File: src/rtl/core/maog_pkg.sv
// types and constants shared by the moving-average outlier gate
`timescale 1ns / 1ps

package maog_pkg;

  localparam int TOF_W      = 16;
  localparam int THR_W      = 10;
  localparam int MM_W       = 14;
  localparam int SPD_W      = 9;
  localparam int ALERT_W    = 2;
  localparam int CFG_IDX_W  = 3;
  localparam int CFG_DATA_W = 16;
  localparam int OUT_TDATA_W = 48;

  // configuration register indexes
  localparam logic [CFG_IDX_W-1:0] CFG_THRESHOLD = 3'd0;
  localparam logic [CFG_IDX_W-1:0] CFG_BASE      = 3'd1;
  localparam logic [CFG_IDX_W-1:0] CFG_SPEED     = 3'd2;
  localparam logic [CFG_IDX_W-1:0] CFG_YELLOW    = 3'd3;
  localparam logic [CFG_IDX_W-1:0] CFG_RED       = 3'd4;

  localparam logic [THR_W-1:0] THR_RST    = 10'd150;
  localparam logic [MM_W-1:0]  BASE_RST   = 14'd2000;
  localparam logic [SPD_W-1:0] SPEED_RST  = 9'd343;
  localparam logic [MM_W-1:0]  YELLOW_RST = 14'd100;
  localparam logic [MM_W-1:0]  RED_RST    = 14'd200;

  // input kinds
  localparam logic ACT_MEASURE = 1'b0;
  localparam logic ACT_PRELOAD = 1'b1;

  // alert codes
  localparam logic [ALERT_W-1:0] ALERT_GREEN  = 2'd0;
  localparam logic [ALERT_W-1:0] ALERT_YELLOW = 2'd1;
  localparam logic [ALERT_W-1:0] ALERT_RED    = 2'd2;

  localparam logic [MM_W-1:0] DIST_MAX = 14'd16383;

  // tof * speed / 2000 as a reciprocal multiply, exact for 25-bit products
  localparam int    PROD_W     = TOF_W + SPD_W;
  localparam int    DIST_DIV   = 2000;
  localparam int    DIV_SHIFT  = 36;
  localparam longint DIV_MUL   = ((longint'(1) << DIV_SHIFT) + DIST_DIV - 1) / DIST_DIV;
  localparam int    DIV_MUL_W  = 26;
  localparam int    DIST_Q_W   = PROD_W + DIV_MUL_W - DIV_SHIFT;

  typedef struct packed {
    logic               accepted;
    logic [TOF_W-1:0]   mean;
    logic [MM_W-1:0]    gap;
    logic [MM_W-1:0]    depth;
    logic [ALERT_W-1:0] alert;
  } out_item_t;

endpackage

File: src/rtl/core/moving_average_outlier_gate_depth.sv
// moving-average outlier gate with flood depth and alert classification
`timescale 1ns / 1ps

// Takes one time-of-flight transaction per clock. A preload (tuser high) writes the sample
// into the ring unchecked and gives no result; a measure (tuser low) is tested against the
// ring mean once the ring has filled, enters the ring when accepted and gives one result
// carrying the mean before the update, the air gap, the depth and the alert level. The ring
// sits in a synchronous memory whose next entry is prefetched, so the running sum takes one
// read-modify-write per clock; a new transaction can follow every cycle while in_tready is
// high. A result goes through s1, s2 and s3 and is then queued; in_tready drops while
// queued results and in-flight transactions number eight. The ring clears at reset in the
// same cycle via per-entry valid bits. Config is taken at any cycle (cfg_ready is high).
module moving_average_outlier_gate_depth #(
  parameter int WINDOW = 12
) (
  input  logic                              clk,
  input  logic                              rst_n,
  input  logic                              in_tvalid,
  output logic                              in_tready,
  input  logic [maog_pkg::TOF_W-1:0]        in_tdata,   // [15:0] tof_us
  input  logic                              in_tuser,   // [0] action
  output logic                              out_tvalid,
  input  logic                              out_tready,
  output logic [maog_pkg::OUT_TDATA_W-1:0]  out_tdata,  // [15:0] baseline_mean_us,
                                                        // [29:16] distance_mm,
                                                        // [43:30] depth_mm,
                                                        // [45:44] alert_level
  output logic                              out_tuser,  // [0] accepted
  input  logic                              cfg_valid,
  output logic                              cfg_ready,
  input  logic [maog_pkg::CFG_IDX_W-1:0]    cfg_index,
  input  logic [maog_pkg::CFG_DATA_W-1:0]   cfg_data
);
  import maog_pkg::*;

  localparam int PTR_W      = $clog2(WINDOW);
  localparam int SUM_W      = TOF_W + PTR_W;
  localparam int CMP_W      = SUM_W + 10;
  localparam int MEAN_SH    = SUM_W + PTR_W;
  localparam longint MEAN_MUL = ((longint'(1) << MEAN_SH) + WINDOW - 1) / WINDOW;
  localparam int MEAN_MUL_W = SUM_W + 1;
  localparam logic [PTR_W-1:0] LAST_IDX = PTR_W'(WINDOW - 1);
  localparam logic [SUM_W-1:0] WIN_K    = SUM_W'(WINDOW);
  localparam int Q_DEPTH = 8;
  localparam int Q_PTR_W = 3;
  localparam int Q_CNT_W = 4;

  // configuration registers
  logic [THR_W-1:0] thr_r;
  logic [MM_W-1:0]  base_r;
  logic [SPD_W-1:0] speed_r;
  logic [MM_W-1:0]  yellow_r;
  logic [MM_W-1:0]  red_r;

  assign cfg_ready = 1'b1;

  always_ff @(posedge clk) begin
    if (!rst_n) begin
      thr_r    <= THR_RST;
      base_r   <= BASE_RST;
      speed_r  <= SPEED_RST;
      yellow_r <= YELLOW_RST;
      red_r    <= RED_RST;
    end else if (cfg_valid) begin
      unique case (cfg_index)
        CFG_THRESHOLD: thr_r    <= cfg_data[THR_W-1:0];
        CFG_BASE:      base_r   <= cfg_data[MM_W-1:0];
        CFG_SPEED:     speed_r  <= cfg_data[SPD_W-1:0];
        CFG_YELLOW:    yellow_r <= cfg_data[MM_W-1:0];
        CFG_RED:       red_r    <= cfg_data[MM_W-1:0];
        default: ;
      endcase
    end
  end

  // stage 1: input register
  logic             in_acc;
  logic             s1_v_r;
  logic             s1_act_r;
  logic [TOF_W-1:0] s1_tof_r;

  assign in_acc = in_tvalid && in_tready;

  always_ff @(posedge clk) begin
    if (!rst_n) begin
      s1_v_r <= 1'b0;
    end else begin
      s1_v_r <= in_acc;
    end
  end

  always_ff @(posedge clk) begin
    if (in_acc) begin
      s1_act_r <= in_tuser;
      s1_tof_r <= in_tdata;
    end
  end

  // ring state
  logic [TOF_W-1:0]  ring_mem [WINDOW];
  logic [WINDOW-1:0] ring_vld_r;
  logic [PTR_W-1:0]  wp_r;
  logic              full_r;
  logic [SUM_W-1:0]  sum_r;
  logic [TOF_W-1:0]  old_r;       // contents of the entry at wp_r
  logic [TOF_W-1:0]  rd_data_r;
  logic              rd_vld_r;
  logic              byp_r;
  logic [TOF_W-1:0]  byp_data_r;

  logic [TOF_W-1:0]  nxt_old;
  logic [SUM_W-1:0]  wx;
  logic [SUM_W-1:0]  dev;
  logic [CMP_W-1:0]  dev_scaled;
  logic [CMP_W-1:0]  sum_scaled;
  logic              reject;
  logic              put;
  logic [PTR_W-1:0]  wp_inc;
  logic [PTR_W-1:0]  wp_inc2;
  logic [PTR_W-1:0]  rd_addr;
  logic [SUM_W-1:0]  sum_nxt;

  // entry after wp_r, prefetched last cycle, with a bypass for a write to the same entry
  assign nxt_old = byp_r ? byp_data_r : (rd_vld_r ? rd_data_r : '0);

  always_comb begin
    wx         = SUM_W'(s1_tof_r) * WIN_K;
    dev        = (wx > sum_r) ? (wx - sum_r) : (sum_r - wx);
    dev_scaled = CMP_W'(dev) * CMP_W'(1000);
    sum_scaled = CMP_W'(thr_r) * CMP_W'(sum_r);
    reject     = (s1_act_r == ACT_MEASURE) && full_r && (dev_scaled > sum_scaled);
    put        = s1_v_r && !reject;
    wp_inc     = (wp_r == LAST_IDX) ? '0 : (wp_r + 1'b1);
    wp_inc2    = (wp_inc == LAST_IDX) ? '0 : (wp_inc + 1'b1);
    rd_addr    = put ? wp_inc2 : wp_inc;
    sum_nxt    = sum_r - SUM_W'(old_r) + SUM_W'(s1_tof_r);
  end

  always_ff @(posedge clk) begin
    if (put) begin
      ring_mem[wp_r] <= s1_tof_r;
    end
    rd_data_r  <= ring_mem[rd_addr];
    byp_data_r <= s1_tof_r;
  end

  always_ff @(posedge clk) begin
    if (!rst_n) begin
      ring_vld_r <= '0;
      wp_r       <= '0;
      full_r     <= 1'b0;
      sum_r      <= '0;
      old_r      <= '0;
      rd_vld_r   <= 1'b0;
      byp_r      <= 1'b0;
    end else begin
      rd_vld_r <= ring_vld_r[rd_addr];
      byp_r    <= put && (rd_addr == wp_r);
      if (put) begin
        ring_vld_r[wp_r] <= 1'b1;
        wp_r             <= wp_inc;
        sum_r            <= sum_nxt;
        old_r            <= nxt_old;
        if (wp_inc == '0) begin
          full_r <= 1'b1;
        end
      end
    end
  end

  // stage 2: sum before update and tof * speed
  logic              s2_v_r;
  logic              s2_acc_r;
  logic [SUM_W-1:0]  s2_sum_r;
  logic [PROD_W-1:0] s2_prod_r;

  always_ff @(posedge clk) begin
    if (!rst_n) begin
      s2_v_r <= 1'b0;
    end else begin
      s2_v_r <= s1_v_r && (s1_act_r == ACT_MEASURE);
    end
  end

  always_ff @(posedge clk) begin
    s2_acc_r  <= !reject;
    s2_sum_r  <= sum_r;
    s2_prod_r <= PROD_W'(s1_tof_r) * PROD_W'(speed_r);
  end

  // stage 3: reciprocal divides for mean and air gap
  logic [SUM_W+MEAN_MUL_W-1:0]  mean_prod;
  logic [PROD_W+DIV_MUL_W-1:0]  dist_prod;
  logic [DIST_Q_W-1:0]          dist_q;
  logic [MM_W-1:0]              dist_sat;
  logic                         s3_v_r;
  logic                         s3_acc_r;
  logic [TOF_W-1:0]             s3_mean_r;
  logic [MM_W-1:0]              s3_dist_r;

  always_comb begin
    mean_prod = (SUM_W + MEAN_MUL_W)'(s2_sum_r) * (SUM_W + MEAN_MUL_W)'(MEAN_MUL);
    dist_prod = (PROD_W + DIV_MUL_W)'(s2_prod_r) * (PROD_W + DIV_MUL_W)'(DIV_MUL);
    dist_q    = dist_prod[DIV_SHIFT +: DIST_Q_W];
    dist_sat  = (dist_q > DIST_Q_W'(DIST_MAX)) ? DIST_MAX : dist_q[MM_W-1:0];
  end

  always_ff @(posedge clk) begin
    if (!rst_n) begin
      s3_v_r <= 1'b0;
    end else begin
      s3_v_r <= s2_v_r;
    end
  end

  always_ff @(posedge clk) begin
    s3_acc_r  <= s2_acc_r;
    s3_mean_r <= mean_prod[MEAN_SH +: TOF_W];
    s3_dist_r <= s2_acc_r ? dist_sat : '0;
  end

  // depth and alert, written into the result queue
  out_item_t        q_wdata;
  logic [MM_W-1:0]  depth;

  always_comb begin
    depth            = (base_r > s3_dist_r) ? (base_r - s3_dist_r) : '0;
    q_wdata.accepted = s3_acc_r;
    q_wdata.mean     = s3_mean_r;
    q_wdata.gap      = s3_dist_r;
    q_wdata.depth    = s3_acc_r ? depth : '0;
    if (!s3_acc_r || (depth < yellow_r)) begin
      q_wdata.alert = ALERT_GREEN;
    end else if (depth <= red_r) begin
      q_wdata.alert = ALERT_YELLOW;
    end else begin
      q_wdata.alert = ALERT_RED;
    end
  end

  // result queue
  out_item_t          q_mem [Q_DEPTH];
  logic [Q_PTR_W-1:0] q_wp_r;
  logic [Q_PTR_W-1:0] q_rp_r;
  logic [Q_CNT_W-1:0] q_cnt_r;
  logic [Q_CNT_W-1:0] q_occ;
  logic               pop;
  out_item_t          q_head;

  assign pop    = out_tvalid && out_tready;
  assign q_head = q_mem[q_rp_r];
  // queued plus in flight, so every accepted transaction has a slot
  assign q_occ  = q_cnt_r + Q_CNT_W'(s1_v_r) + Q_CNT_W'(s2_v_r) + Q_CNT_W'(s3_v_r);

  assign in_tready  = q_occ < Q_CNT_W'(Q_DEPTH);
  assign out_tvalid = q_cnt_r != '0;
  assign out_tuser  = q_head.accepted;
  assign out_tdata  = {2'b00, q_head.alert, q_head.depth, q_head.gap, q_head.mean};

  always_ff @(posedge clk) begin
    if (s3_v_r) begin
      q_mem[q_wp_r] <= q_wdata;
    end
  end

  always_ff @(posedge clk) begin
    if (!rst_n) begin
      q_wp_r  <= '0;
      q_rp_r  <= '0;
      q_cnt_r <= '0;
    end else begin
      if (s3_v_r) begin
        q_wp_r <= q_wp_r + 1'b1;
      end
      if (pop) begin
        q_rp_r <= q_rp_r + 1'b1;
      end
      q_cnt_r <= q_cnt_r + Q_CNT_W'(s3_v_r) - Q_CNT_W'(pop);
    end
  end

endmodule

File: config.mk
export PLATFORM = sky130hd
export DESIGN_NAME = moving_average_outlier_gate_depth
export DESIGN_NICKNAME = d
export VERILOG_FILES = /design/src/rtl/core/maog_pkg.sv /design/src/rtl/core/moving_average_outlier_gate_depth.sv
export SDC_FILE = /design/constraint.sdc
export NUM_CORES = 2
export LEC_CHECK = 0
export CORE_MARGIN = 5
export CORE_UTILIZATION = 45
export CTS_BUF_LIST = sky130_fd_sc_hd__clkbuf_16
export DETAILED_ROUTE_END_ITERATION = 8
export DONT_BUFFER_PORTS = 1
export PLACE_DENSITY = 0.56
export SYNTH_ARGS = -nofsm -noshare
export SYNTH_HDL_FRONTEND = slang
export SYNTH_SLANG_ARGS = --single-unit
export TNS_END_PERCENT = 1
File: constraint.sdc
create_clock -name clk -period 30.4 [get_ports clk]
set_clock_uncertainty 0.2 [all_clocks]
set_input_delay 3.04 -clock clk [delete_from_list [all_inputs] [get_ports clk]]
set_output_delay 3.04 -clock clk [all_outputs]
set_load 0.02 [all_outputs]
==> impl_metrics.ini <==
[worst_setup_path]
crit_path_start_kind = register
critPathKind = reg -> reg
reg2reg_slack_ns = 14.89
timing.rr.end = rd_data_r[14]$_DFF_P_
cp-startpoint = s1_tof_r[0]$_DFFE_PP_
slowest_delay_ns = 0.87
cpMostUsedCell = fa_1
slowest_stage = a21oi_4
crit_path_end = rd_data_r[14]$_DFF_P_
path_max_fanout = 35
rr_worst_depth = 51
required_ns = 30.73
arrival_ns = 15.83
r2r_start = s1_tof_r[0]$_DFFE_PP_
cp-end-kind = register

[routing]
drc = 0
antenna_left = 0
vias = 42200
routed_wl_mm = 155
wl_per_cell_um = 19.4
via_per_inst = 5.30
drt_iter0_markers = 2328
drtPass1Iterations = 5

[place]
gp_congestion = 0.901
placed_area_sq_um = 68800
io_buffers = 0
dp_hpwl_mm = 114

[cells_and_area]
drive_gt1_frac = 0.0724
seq_area_sq_um = 22400
nFillCells = 13300
area.growth.synth_to_final_pct = 7.63
fin_nets = 7393
multiInputGateArea_sq_um = 39600
design_area_sq_um = 71700

[cts]
cts_setup_buffers = 0
root_buffer = clkbuf_16
cts.clk_slew.worst_paths_ns = 0.06
htree_levels = 3
tritoncts = done
cts_resized = 0
clock_sinks = 826
ctsHoldBuffers = 0
cts.path.max_buffers = 3
worstSkewPairLatency_ns = 0.71
cts_buffers = 89

[logic_synthesis]
seq_area_frac_synth = 0.336
async_flop_share = 0
yosysWarnings = 0
ys.flop_type = edfxtp_1
synth_edf_count = 585
syn_area_sq_um = 66600
avgSynthCellArea_sq_um = 11.1
ys_ff_latch = 826
syn-instance-count = 5986
synth_cell_type_count = 99

[global_route]
overflow = 0
antenna_found_initial = 5
grt_max_degree = 118
grt_pass1_wl_mm = 249
grt_pass1_vias = 43800
grt_use_total = 0.201

[flow_run]
maxCapViolations = 0

[die]
die_w_um = 395
start_util = 0.452
boundaryPins = 93
core_area_sq_um = 147000
die_area_sq_um = 156000
rows = 141
chipHeight_um = 395

[timing]
rsz0062_at_grt = false
period_share = 0.510
slew_headroom = 0.243
worstMarginPinSlew_ns = 1.13
final.min_clock_period_ns = 15.51
setup_viol = 0
tns_ns = 0
drv_slew = 0
hold_violations = 0
max_freq_mhz = 64.5

[run_status]
status = finished clean

[min_path]
hp-class = reg -> reg
[Yosys cell counts, types with 19 or more instances]
| cell type | count | area (sq um) |
|---|---|---|
| a221oi_1 | 19 | 166 |
| nand3_1 | 64 | 320 |
| inv_1 | 1048 | 3930 |
| mux2i_1 | 58 | 581 |
| nand2b_1 | 23 | 144 |
| o21ai_0 | 115 | 576 |
| nor2_1 | 231 | 867 |
| a211oi_1 | 80 | 601 |
| nor3b_1 | 54 | 405 |
| fa_1 | 668 | 13400 |
| ha_1 | 748 | 9360 |
| a21o_1 | 71 | 533 |
| a21oi_1 | 284 | 1420 |
| mux2_2 | 55 | 619 |
| o211ai_1 | 37 | 278 |
| nand4_1 | 24 | 150 |
| nand2_1 | 472 | 1770 |
| buf_1 | 20 | 75.1 |
| edfxtp_1 | 585 | 17600 |
| dfxtp_1 | 241 | 4820 |
| and3_1 | 38 | 238 |
| nor2b_1 | 44 | 275 |
| o21a_1 | 32 | 240 |
| xnor2_1 | 111 | 972 |
| o21bai_1 | 28 | 210 |
| xor2_1 | 55 | 482 |
| nor3_1 | 65 | 325 |
| mux4_2 | 98 | 2210 |
| and2_1 | 183 | 1140 |
| a22oi_1 | 33 | 248 |
| clkbuf_1 | 164 | 616 |
[critical path: cells and delay by family (launching register included)]
family,cells,cell delay (ns)
buffers and inverters,4,0.86
AOI/OAI and AO/OA,26,6.14
adders and majority gates,9,3.81
DFF,1,0.36
and+or+nand+nor,10,3.32
xor gates and xnor gates,2,0.60
[worst min path at each step]
stage                                         start                   endpoint  slack [ns]  cells past startpoint
after floorplan               sum_r[2]$_SDFFE_PN0N_        s2_sum_r[2]$_DFF_P_        0.16                      0
after global routing      yellow_r[13]$_SDFFE_PN0P_  yellow_r[13]$_SDFFE_PN0P_        0.28                      2
after global placement        red_r[4]$_SDFFE_PN0P_      red_r[4]$_SDFFE_PN0P_        0.24                      2
after CTS                 yellow_r[13]$_SDFFE_PN0P_  yellow_r[13]$_SDFFE_PN0P_        0.25                      2
after detailed placement  yellow_r[13]$_SDFFE_PN0P_  yellow_r[13]$_SDFFE_PN0P_        0.25                      2
final                     yellow_r[13]$_SDFFE_PN0P_  yellow_r[13]$_SDFFE_PN0P_        0.25                      2
[stage by stage]
step / hold WS [ns] / cells / worst slack [ns] / util
after global placement: 0.245 / 7775 / 14.91 / 0.467
after global routing: 0.275 / 7942 / 13.61 / 0.486
final: 0.253 / 7949 / 14.89 / 0.486
after detailed placement: 0.247 / 7775 / 14.76 / 0.467
after CTS: 0.255 / 7942 / 14.72 / 0.486
after floorplan: 0.157 / 5987 / 17.72 / -
[per-layer routing]
| metal | vias up | GRT usage | wire length (um) | part of all wire |
|---|---|---|---|---|
| li1 | 20100 | - | - | - |
| met1 | 21100 | 0.287 | 72800 | 0.47 |
| met4 | 0 | 0.0420 | 3020 | 0.020 |
| met3 | 178 | 0.0337 | 7480 | 0.048 |
| met5 | - | 0 | 0 | 0 |
| met2 | 773 | 0.327 | 71300 | 0.46 |
[placed cells by master, fill, tap and decap left out, types with 66 or more instances in the layout]
master,instances
xnor2_1,111
edfxtp_1,585
buf_4,66
nor2_1,223
a21o_1,71
a21oi_1,283
mux4_2,98
dfxtp_1,238
ha_1,747
nand2_1,471
fa_1,668
inv_1,1068
o21ai_0,115
a211oi_1,80
clkbuf_16,89
and2_1,183
[area by class of cell]
type | count | area share
clock buffers | 89 | 0.0311
diodes | 7 | 0.000244
inverters | 1051 | 0.0550
flip-flops and latches | 826 | 0.312
multi-input cells | 3902 | 0.552
clock inverters | 78 | 0.00890
well taps | 1930 | 0.0337
repair buffers | 66 | 0.00691
[registers in the layout, indices dropped and copies added, names as in the netlist, 3 cells and up, named ones only]
signal,flops
base_r,14
byp_data_r,16
old_r,16
q_cnt_r,4
q_mem,376
q_rp_r,3
q_wp_r,3
rd_data_r,16
red_r,14
ring_mem,192
ring_vld_r,12
s1_tof_r,16
s2_prod_r,25
s2_sum_r,20
s3_dist_r,14
s3_mean_r,16
speed_r,9
sum_r,20
thr_r,10
wp_r,4
yellow_r,14
[logic make-up after synthesis]
family | share of synthesized area
compound gates | 0.0841
xor+xnor | 0.0241
fa+ha+maj | 0.342
buf+inv | 0.0720
flops | 0.336
mux | 0.0521
other cells | 0.000113
simple gates | 0.0897
Power is not shown: default switching activity piles up to over one toggle a cycle in this logic, so the estimate is an artifact.
